`src/fgpp_pkg.sv`:
```
`timescale 1ns / 1ps
package fgpp_pkg;

    localparam logic [7:0] SYNC_FIRST      = 8'hAA;
    localparam logic [7:0] SYNC_SECOND     = 8'h55;
    localparam logic [7:0] GAMEPAD_ID_RST  = 8'h01;
    localparam int         PAYLOAD_KEEP    = 7;
    localparam int         KEEP_W          = $clog2(PAYLOAD_KEEP);
    localparam int         GAMEPAD_MIN_LEN = 11;
    localparam int         FIRST_BODY_POS  = 3;
    localparam int         MAX_FRAME_DEF   = 40;
    localparam int         MIN_FRAME_DEF   = 5;
    localparam int         QUEUE_DEPTH     = 2;
    localparam int         RESULT_W        = 48;

    typedef struct packed {
        logic [15:0]        buttons;
        logic signed [7:0]  right_y;
        logic signed [7:0]  right_x;
        logic signed [7:0]  left_y;
        logic signed [7:0]  left_x;
    } t_result;

endpackage

```
`src/fgpp_front.sv`:
```
`timescale 1ns / 1ps
module fgpp_front
    import fgpp_pkg::*;
#(
    parameter int MAX_FRAME_LEN = MAX_FRAME_DEF,
    parameter int MIN_FRAME_LEN = MIN_FRAME_DEF
) (
    input  logic       i_clk,
    input  logic       i_rst_n,
    input  logic       i_cfg_we,
    input  logic [7:0] i_cfg_wdata,
    input  logic       i_valid,
    output logic       o_ready,
    input  logic [7:0] i_byte,
    input  logic       i_full,
    output logic       o_push,
    output t_result    o_result
);

    localparam logic [7:0] MAX_B = 8'(MAX_FRAME_LEN);
    localparam logic [7:0] MIN_B = 8'(MIN_FRAME_LEN);

    typedef enum logic [3:0] {
        ST_SYNC1 = 4'b0001,
        ST_SYNC2 = 4'b0010,
        ST_LEN   = 4'b0100,
        ST_BODY  = 4'b1000
    } t_state;

    t_state      r_state, n_state;
    logic [5:0]  r_pos, n_pos;
    logic [5:0]  r_len, n_len;
    logic [7:0]  r_sum, n_sum;
    logic [7:0]  r_id;
    logic [7:0]  r_pay [PAYLOAD_KEEP];

    logic        accept;
    logic        is_chk;
    logic [5:0]  idx;
    logic        keep;
    logic        good;

    assign o_ready = !i_full;
    assign accept  = i_valid && o_ready;
    assign is_chk  = !((7'(r_pos) + 7'd1) < {1'b0, r_len});
    assign idx     = r_pos - 6'(FIRST_BODY_POS);
    assign keep    = idx < 6'(PAYLOAD_KEEP);
    assign good    = (i_byte == r_sum) && (r_pay[0] == r_id)
                     && (r_len >= 6'(GAMEPAD_MIN_LEN));
    assign o_push  = accept && (r_state == ST_BODY) && is_chk && good;

    assign o_result.left_x  = r_pay[1];
    assign o_result.left_y  = r_pay[2];
    assign o_result.right_x = r_pay[3];
    assign o_result.right_y = r_pay[4];
    assign o_result.buttons = {r_pay[6], r_pay[5]};

    always_comb begin
        n_state = r_state;
        n_pos   = r_pos;
        n_len   = r_len;
        n_sum   = r_sum;
        if (accept) begin
            unique case (r_state)
                ST_SYNC1: begin
                    if (i_byte == SYNC_FIRST) begin
                        n_state = ST_SYNC2;
                    end
                end
                ST_SYNC2: begin
                    n_state = (i_byte == SYNC_SECOND) ? ST_LEN : ST_SYNC1;
                end
                ST_LEN: begin
                    if (i_byte < MIN_B || i_byte > MAX_B) begin
                        n_state = ST_SYNC1;
                    end else begin
                        n_state = ST_BODY;
                        n_len   = i_byte[5:0];
                        n_sum   = SYNC_FIRST + SYNC_SECOND + i_byte;
                        n_pos   = 6'(FIRST_BODY_POS);
                    end
                end
                ST_BODY: begin
                    if (is_chk) begin
                        // checksum byte ends the frame, good or not
                        n_state = ST_SYNC1;
                    end else begin
                        n_sum = r_sum + i_byte;
                        n_pos = r_pos + 6'd1;
                    end
                end
                default: n_state = ST_SYNC1;
            endcase
        end
    end

    always_ff @(posedge i_clk) begin
        if (!i_rst_n) begin
            r_state <= ST_SYNC1;
            r_pos   <= '0;
            r_len   <= '0;
            r_sum   <= '0;
            r_id    <= GAMEPAD_ID_RST;
        end else begin
            r_state <= n_state;
            r_pos   <= n_pos;
            r_len   <= n_len;
            r_sum   <= n_sum;
            if (i_cfg_we) begin
                r_id <= i_cfg_wdata;
            end
        end
    end

    // keep the first payload bytes only
    always_ff @(posedge i_clk) begin
        if (accept && (r_state == ST_BODY) && !is_chk && keep) begin
            r_pay[idx[KEEP_W-1:0]] <= i_byte;
        end
    end

endmodule

```
`src/fgpp_queue.sv`:
```
`timescale 1ns / 1ps
module fgpp_queue
    import fgpp_pkg::*;
(
    input  logic    i_clk,
    input  logic    i_rst_n,
    input  logic    i_push,
    input  t_result i_data,
    output logic    o_full,
    input  logic    i_pop,
    output logic    o_empty,
    output t_result o_data
);

    localparam int PTR_W = (QUEUE_DEPTH > 1) ? $clog2(QUEUE_DEPTH) : 1;
    localparam int CNT_W = $clog2(QUEUE_DEPTH + 1);

    t_result            r_mem [QUEUE_DEPTH];
    logic [PTR_W-1:0]   r_wr_ptr;
    logic [PTR_W-1:0]   r_rd_ptr;
    logic [CNT_W-1:0]   r_count;
    logic               do_push;
    logic               do_pop;

    assign o_full  = (r_count == CNT_W'(QUEUE_DEPTH));
    assign o_empty = (r_count == '0);
    assign o_data  = r_mem[r_rd_ptr];
    assign do_push = i_push && !o_full;
    assign do_pop  = i_pop && !o_empty;

    always_ff @(posedge i_clk) begin
        if (!i_rst_n) begin
            r_wr_ptr <= '0;
            r_rd_ptr <= '0;
            r_count  <= '0;
        end else begin
            if (do_push) begin
                r_wr_ptr <= (r_wr_ptr == PTR_W'(QUEUE_DEPTH - 1)) ? '0 : r_wr_ptr + 1'b1;
            end
            if (do_pop) begin
                r_rd_ptr <= (r_rd_ptr == PTR_W'(QUEUE_DEPTH - 1)) ? '0 : r_rd_ptr + 1'b1;
            end
            if (do_push && !do_pop) begin
                r_count <= r_count + 1'b1;
            end else if (do_pop && !do_push) begin
                r_count <= r_count - 1'b1;
            end
        end
    end

    always_ff @(posedge i_clk) begin
        if (do_push) begin
            r_mem[r_wr_ptr] <= i_data;
        end
    end

endmodule

```
`src/fgpp_back.sv`:
```
`timescale 1ns / 1ps
module fgpp_back
    import fgpp_pkg::*;
(
    input  logic                i_clk,
    input  logic                i_rst_n,
    input  logic                i_empty,
    input  t_result             i_data,
    output logic                o_pop,
    output logic                o_valid,
    input  logic                i_ready,
    output logic [RESULT_W-1:0] o_data
);

    logic    r_valid;
    t_result r_data;
    logic    load;

    // refill the output register whenever it is empty or being taken
    assign load    = !r_valid || i_ready;
    assign o_pop   = load && !i_empty;
    assign o_valid = r_valid;
    assign o_data  = {r_data.buttons, r_data.right_y, r_data.right_x,
                      r_data.left_y, r_data.left_x};

    always_ff @(posedge i_clk) begin
        if (!i_rst_n) begin
            r_valid <= 1'b0;
        end else if (load) begin
            r_valid <= !i_empty;
        end
    end

    always_ff @(posedge i_clk) begin
        if (o_pop) begin
            r_data <= i_data;
        end
    end

endmodule

```
`src/framed_gamepad_packet_parser_top.sv`:
```
// Channel   | Direction | tdata fields (low bit up)
// s_axis    | in        | rx_byte[7:0]
// m_axis    | out       | left_x[7:0] left_y[15:8] right_x[23:16] right_y[31:24] buttons[47:32]
// cfg       | in        | gamepad_frame_id[7:0], written whenever i_cfg_we is high
//
// One byte is taken every cycle while the queue is not full; a result enters a two-entry result queue at the edge
// that takes its checksum byte and moves into the output register once that register is empty or being taken.
// Input stalls only when the queue is full, set by back pressure on m_axis.
// Reset is synchronous, active low; it clears the parser, the queue and the output valid.
`timescale 1ns / 1ps
module framed_gamepad_packet_parser_top
    import fgpp_pkg::*;
#(
    parameter int MAX_FRAME_LEN = MAX_FRAME_DEF,
    parameter int MIN_FRAME_LEN = MIN_FRAME_DEF
) (
    input  logic                i_clk,
    input  logic                i_rst_n,
    input  logic                i_cfg_we,
    input  logic [7:0]          i_cfg_wdata,      // gamepad_frame_id
    input  logic                i_s_axis_tvalid,
    output logic                o_s_axis_tready,
    input  logic [7:0]          i_s_axis_tdata,   // rx_byte
    output logic                o_m_axis_tvalid,
    input  logic                i_m_axis_tready,
    output logic [RESULT_W-1:0] o_m_axis_tdata    // left_x, left_y, right_x, right_y, buttons
);

    logic    push;
    logic    full;
    logic    pop;
    logic    empty;
    t_result front_res;
    t_result queue_res;

    fgpp_front #(
        .MAX_FRAME_LEN(MAX_FRAME_LEN),
        .MIN_FRAME_LEN(MIN_FRAME_LEN)
    ) u_front (
        .i_clk      (i_clk),
        .i_rst_n    (i_rst_n),
        .i_cfg_we   (i_cfg_we),
        .i_cfg_wdata(i_cfg_wdata),
        .i_valid    (i_s_axis_tvalid),
        .o_ready    (o_s_axis_tready),
        .i_byte     (i_s_axis_tdata),
        .i_full     (full),
        .o_push     (push),
        .o_result   (front_res)
    );

    fgpp_queue u_queue (
        .i_clk  (i_clk),
        .i_rst_n(i_rst_n),
        .i_push (push),
        .i_data (front_res),
        .o_full (full),
        .i_pop  (pop),
        .o_empty(empty),
        .o_data (queue_res)
    );

    fgpp_back u_back (
        .i_clk  (i_clk),
        .i_rst_n(i_rst_n),
        .i_empty(empty),
        .i_data (queue_res),
        .o_pop  (pop),
        .o_valid(o_m_axis_tvalid),
        .i_ready(i_m_axis_tready),
        .o_data (o_m_axis_tdata)
    );

endmodule

```
`config.mk`:
```
export PLATFORM = sky130hd
export DESIGN_NAME = framed_gamepad_packet_parser_top
export DESIGN_NICKNAME = d
export VERILOG_FILES = /design/src/fgpp_pkg.sv /design/src/fgpp_front.sv /design/src/fgpp_queue.sv /design/src/fgpp_back.sv /design/src/framed_gamepad_packet_parser_top.sv
export SDC_FILE = /design/constraint.sdc
export NUM_CORES = 1
export LEC_CHECK = 0
export BUFFER_PORTS_ARGS = -buffer_cell sky130_fd_sc_hd__buf_4
export CAP_MARGIN = 20
export CORE_MARGIN = 2
export CORE_UTILIZATION = 40
export DETAILED_ROUTE_END_ITERATION = 7
export PLACE_DENSITY = 0.55
export REMOVE_ABC_BUFFERS = 1
export SLEW_MARGIN = 30
export SYNTH_ARGS = -nofsm -noshare
export SYNTH_HDL_FRONTEND = slang
export SYNTH_SLANG_ARGS = --single-unit
```
`constraint.sdc`:
```
create_clock -name i_clk -period 6 [get_ports i_clk]
set_input_delay 0.6 -clock i_clk [delete_from_list [all_inputs] [get_ports i_clk]]
set_output_delay 0.6 -clock i_clk [all_outputs]
set_load 0.005 [all_outputs]
```
[Yosys cells after proc, flatten, opt, wreduce, memory -nomap -nowiden]
Memories as Yosys holds them, arrays and structs flattened. A register that Yosys moved wholly into a read port is not among the register bits.
Cells that the tools add are included.
W data, S select, Z words.
Word-level totals
  flip-flop bits (word level): 37
  memory bits (writable): 152
  input bits: 21
  output and inout port bits: 50
  logic and storage cells: 85
  memories kept: 2
Operators by class
  add/subtract/negate cells: 9
  $lt $le $gt $ge: 5
  equal/unequal tests: 13
  multiplexer cells: 19
  bitwise operators: 1
  reductions and logical operators: 27
Memories
  u_queue.r_mem: depth 2, width 48, rd ports 1, clocked after memory_dff 1, write ports 1, line fgpp_queue.sv:18  | t_result r_mem [QUEUE_DEPTH];
  u_front.r_pay: depth 7, width 8, rd ports 7, clocked after memory_dff 0, write ports 1, line fgpp_front.sv:35  | logic [7:0] r_pay [PAYLOAD_KEEP];
Operators by type and width (count)
  $eq A8 B8 Y1: 2
  $mux W8: 2
  $pmux W4 S4: 1
  $pmux W8 S2: 1
  $logic_and A1 B1 Y1: 13
  $mux W4: 3
  $mux W6: 2
  $pmux W6 S2: 1
  $add A8 B8 Y8: 1
  $add A8 B8 Y8 const A: 1
  $eq A8 B7 Y1 const B: 1
  $eq A8 B8 Y1 const B: 1
  $gt A8 B6 Y1 const B: 1
  $lt A8 B3 Y1 const B: 1
  $add A6 B1 Y7 const B: 1
  $lt A7 B6 Y1: 1
  $add A6 B1 Y6 const B: 1
  $ge A6 B4 Y1 const B: 1
  $logic_not A1 Y1: 6
  $lt A6 B3 Y1 const B: 1
  $mux W1: 6
  $reduce_and A3 Y1: 2
  $sub A6 B2 Y6 const B: 1
  $eq A4 B1 Y1 const B: 1
  16 further kinds: 22

[Depth between registers and ports, before layout]
  depth in word-level cells: 11
  mapped depth: 12
  mapped depth without buffers: 12

[Cells and area by module]
Synthesis repeated with hierarchy kept, for this count alone.
Unflattened totals
  cells, all modules: 528
  area, all modules: 9136.3 um^2
Modules (own cells, without submodules)
  fgpp_front: instances 1, cells an instance 302, area each 3953.8 um^2, seq. area each 2322.2 um^2
  fgpp_queue: instances 1, cells an instance 174, area each 3697.3 um^2, seq. area each 2982.9 um^2
  fgpp_back: instances 1, cells an instance 52, area each 1485.2 um^2, seq. area each 1461.4 um^2

[Worst setup path before layout]
No wires, ideal clock.
  kind: register to register
  start: register u_front.r_pos[0]
  end: memory u_queue.r_mem[0][0] (netlist bit) (enable)
  setup time: 0.461 ns
  arrival time: 4.402 ns
  required time: 5.539 ns
  setup slack: 1.137 ns
  stages on the path, launching flop included: 10
  path buffers: 0
  clock period less this slack: 4.863 ns
  cell sequence: dfxtp_1 > ha_1 > xnor2_1 > inv_1 > ha_1 > nand2_1 > o21ai_0 > a21oi_1 > nor4_2 > nor2b_1
Between the ends
  cells in the longest elaborated chain, start to end: 8
RTL lines
  start: declaration: line fgpp_front.sv:31  | logic [5:0] r_pos, n_pos;
  start signal: assignment: line fgpp_front.sv:106  | r_pos <= n_pos;
  $add A6 B1 Y7: line fgpp_front.sv:45  | assign is_chk = !((7'(r_pos) + 7'd1) < {1'b0, r_len});
  $lt A7 B6 Y1: line fgpp_front.sv:45
  $logic_not A1 Y1: line fgpp_front.sv:45
  $logic_and A1 B1 Y1 (2 in a row): line fgpp_front.sv:50  | assign o_push = accept && (r_state == ST_BODY) && is_chk && good;
  $logic_and A1 B1 Y1: line fgpp_queue.sv:28  | assign do_push = i_push && !o_full;
  net u_queue.do_push: line fgpp_queue.sv:22  | logic do_push;
  $mux W1: line fgpp_queue.sv:52  | if (do_push) begin
  $mux W1 (not written as such): line fgpp_queue.sv:53  | r_mem[r_wr_ptr] <= i_data;
  end: declaration: line fgpp_queue.sv:18
The timed path passes the listed nets, and every way through them passes these cells.

[Worst setup path in the final report]
  start: register u_front.r_pos[0]
  end: memory u_queue.r_mem[0][32] (netlist bit) (enable)
The elaborated chain is that of the path after synthesis.

==> results by group <==
Power
  – P_leak: ~0.0037 uW
  – NetSw: just under 1000 uW
  – Sequential share of power: 0.479
  – Final Power: 4250 uW
  – Switching Share: 0.229
  – Power Density: 391 nW/um2
  – Maximum vdd drop: 184 uV
  – Clock power share: 0.379
  – Int Pwr: 3280 uW
  – Comb pwr share: 0.142

Routing
  – Antenna-violating nets left: 0
  – Vias per cell: 5.04
  – Wire per inst: 18.2 um
  – Iteration-0 DRC Markers: 299
  – Final wirelength: 17.1 mm
  – DRC errors left: 0
  – Routed vias: 4732
  – Drt pass-1 iters: 4

Layout
  – Layout area overhead: 19.3%
  – Commonest non-fill, non-tap cells in the layout: edfxtp_1 (200), buf_4 (74), mux2_2 (49), nand2_1 (37), dfxtp_1 (36)
  – Commonest non-fill, non-tap cell in the layout: edfxtp_1
  – Fin nets: 671
  – Area of the multi-input gates: 2290 um2
  – Share of cells above drive strength 1: 0.271
  – Filler instances: 1912
  – Ant diodes: 0
  – Final Non-Filler Cells: about 940
  – Sequential Area: 6750 um2

Synth
  – Post-synth EDFFs: 200
  – Largest family of logic cells by synthesized area: simple AND/OR/NAND/NOR gates
  – Distinct cells, synth: between 50 and 60
  – Synth top area share: 0.659
  – Area leader, netlist: edfxtp_1
  – Compound-Gate Fraction of Synth Area: 0.0475
  – Mean Syn Cell Area: between 15 and 20 um2
  – Post-synthesis adder-cell area fraction: 0.0228
  – Synth Register Bits: roughly 240
  – Mux contribution to synthesized area: 0.0715
  – Post-synth ARST share: 0
  – Register area share after synthesis: 0.740
  – Synth Area in XOR/XNOR: 0.0269
  – Simple-Gate Fraction of Synth Area: 0.0792
  – Cells after Synth: roughly 550
  – Synth warn: 0
  – Post-Syn Area: just over 9000 um2
  – Top_reg_cell synth: edfxtp_1
  – Top cells by area, synth: edfxtp_1 (66%), dfxtp_1 (8.1%), mux2_2 (6.1%), ha_1 (2.1%), xor2_1 (1.5%)

Timing
  – Worst Max-Slew Pin Slew: 0.858 ns
  – RSZ-0062 raised after global routing: no
  – Fin. max-slew vios: 0
  – Final setup vio count: 0
  – Setup TNS: 0 ns
  – Worst clock skew: about 0.015 ns
  – Slew headroom: 0.427
  – Fin crit period: 4.25 ns
  – Achievable frequency: 235 MHz
  – Final Hold Fails: 0
  – Tcrit/Tclk final: 0.708

CTS
  – Clock Pin Slew Worst Setup and Hold Paths: 0.06 ns
  – CTS Sinks: between 200 and 250
  – CTS H-tree lvls: 1
  – CTS max path bufs: 3
  – CTS tree: built
  – TritonCTS buffer count: 26
  – CTS resizes: 0
  – CTS Root Cell: clkbuf_16
  – Postcts setup bufs: 0
  – Clk_lat worst skew: 0.52 ns
  – Post-cts hold buffer count: 0

Run status
  – Status: finished clean

Placed design
  – Number of I/O port buffers: 70
  – Placed Instances: 891
  – Placer Congestion: 0.823
  – Final HPWL DP: 10.4 mm

Job
  – Max cap viols: 0

GRT
  – Met1 Track Usage GR: 0.187
  – Initial antenna violation count: 0
  – Remaining Overflow, GRT: 0
  – Vias in the first global route: between 4000 and 5000
  – Total GRT Usage: 0.143
  – Layer with the highest usage: met2
  – Global Route met3 Usage: 0.0237
  – GR Layer Usage met2: 0.242
  – First-pass GRT wire length: 26.8 mm
  – Largest net degree at the start of global routing: about 50

Die
  – Row count: 55
  – Starting Density: 0.405
  – Die area: 24000 um2
  – Core Footprint: approximately 23000 um2
  – Die W: 155 um
  – IO Count: between 70 and 80
  – Vert. Die Dim: 155 um

Min path
  – Hold Path Stages: 3
  – Hold Path End: u_front.r_id[0]
  – Hold crit path type: input pin to register
  – Worst Hold Launch: i_cfg_wdata[0]

Critical path
  – Crit path required time: 6.18 ns
  – Critical R2R Capture: u_queue.r_mem[0][32]
  – Reg2Reg Setup Slack: 1.75 ns
  – R2R cell count: 10
  – RR Startpoint: u_front.r_pos[0]
  – Crit Path Max Fanout: 25
  – Setup crit end kind: register
  – Crit Path Class: register to register
  – Startpoint Class: register
  – Worst Path Arrival: 4.43 ns
==> cell usage after synthesis (3+ instances only) <==
cell type  count
a21boi_0      13
nor4_1         4
nor2b_1       17
nor2_1        14
xnor2_1       12
and2_1         6
nand2b_1       4
mux2i_1       10
nand3_1        4
or2b_1         8
buf_1          4
o21ai_0        3
edfxtp_1     200
mux2_2        49
clkbuf_1      12
nand4_1        6
nor3_1         5
dfxtp_1       37
a21o_1         4
nand2_1       37
xor2_1        16
inv_1         12
a22oi_1        4
ha_1          15
a21oi_1       13
==> power groups by stage <==
stage	Clock (uW)	Sequential [uW]	Combinational, uW
floorplan	0	2130	260
global placement	0	2070	612
detailed placement	0	2070	619
CTS	1660	2040	622
global route	1720	2050	660
finish	1610	2040	604
==> logic make-up (layout without fill, tap and decap cells) <==
logic type | Yosys count | count (layout)
xor+xnor | 28 | 28
flops | 237 | 237
buf+inv | 29 | 134
simple gates | 124 | 124
compound gates | 56 | 56
fa+ha+maj | 16 | 16
mux | 59 | 59
==> registers in the layout, summed over array words and instances, names as in the netlist <==
| register | cells |
|---|---|
| u_front.r_pos | 6 |
| u_queue.r_wr_ptr | 1 |
| u_back.o_valid | 1 |
| u_front.r_len | 6 |
| u_queue.r_count | 2 |
| u_back.o_data | 48 |
| u_queue.r_rd_ptr | 1 |
| u_front.r_state | 4 |
| u_front.r_pay | 56 |
| u_front.r_id | 8 |
| u_front.r_sum | 8 |
| u_queue.r_mem | 96 |
==> worst max-delay path, stage by stage, from the launching register on <==
cell and delay, ns:
dfxtp_1 0.35, ha_1 0.29, xnor2_1 0.39, inv_1 0.19, ha_1 0.34, nand2_1 0.04, o21ai_0 0.35, a21oi_1 0.19
nor4_2 0.48, nor2b_4 0.80, buf_4 0.46
==> how the worst max path moves through the flow <==
stage / startpoint / cells after the start / slack, ns / end
CTS: u_front.r_pos[0] / 10 / 1.74 / u_queue.r_mem[0][18]
global route: u_front.r_pos[0] / 10 / 1.43 / u_queue.r_mem[0][26]
global placement: u_front.r_pos[0] / 10 / 2.04 / u_queue.r_mem[0][26]
detailed placement: u_front.r_pos[0] / 10 / 1.78 / u_queue.r_mem[0][26]
finish: u_front.r_pos[0] / 10 / 1.75 / u_queue.r_mem[0][32]
floorplan: u_front.r_pos[0] / 9 / 1.14 / u_queue.r_mem[0][0]
==> final cells by class <==
type / count / share of cell area
Timing Repair Buffer: 74 / 0.0511
Tap cell: 285 / 0.0328
Clock buffer: 32 / 0.0638
Multi-Input combinational cell: 283 / 0.211
Sequential cell: 237 / 0.620
Clock inverter: 16 / 0.0171
Inverter: 12 / 0.00414
==> routing by layer <==
layer / vias up / part of all wire
li1: 2244 / -
met1: 2335 / 0.44
met4: 0 / 0.023
met5: - / 0
met3: 30 / 0.047
met2: 123 / 0.49
==> metrics by stage <==
| stage | worst slack [ns] | hold slack, ns | utilization | area, um2 |
|---|---|---|---|---|
| floorplan | 1.14 | 0.421 | - | 9050 |
| global placement | 2.04 | 0.426 | 0.444 | 9980 |
| detailed placement | 1.78 | 0.434 | 0.444 | 10000 |
| CTS | 1.74 | 0.291 | 0.483 | 10900 |
| global route | 1.43 | 0.323 | 0.483 | 10900 |
| finish | 1.75 | 0.313 | 0.483 | 10900 |
Power figures use the tool's default switching activity.
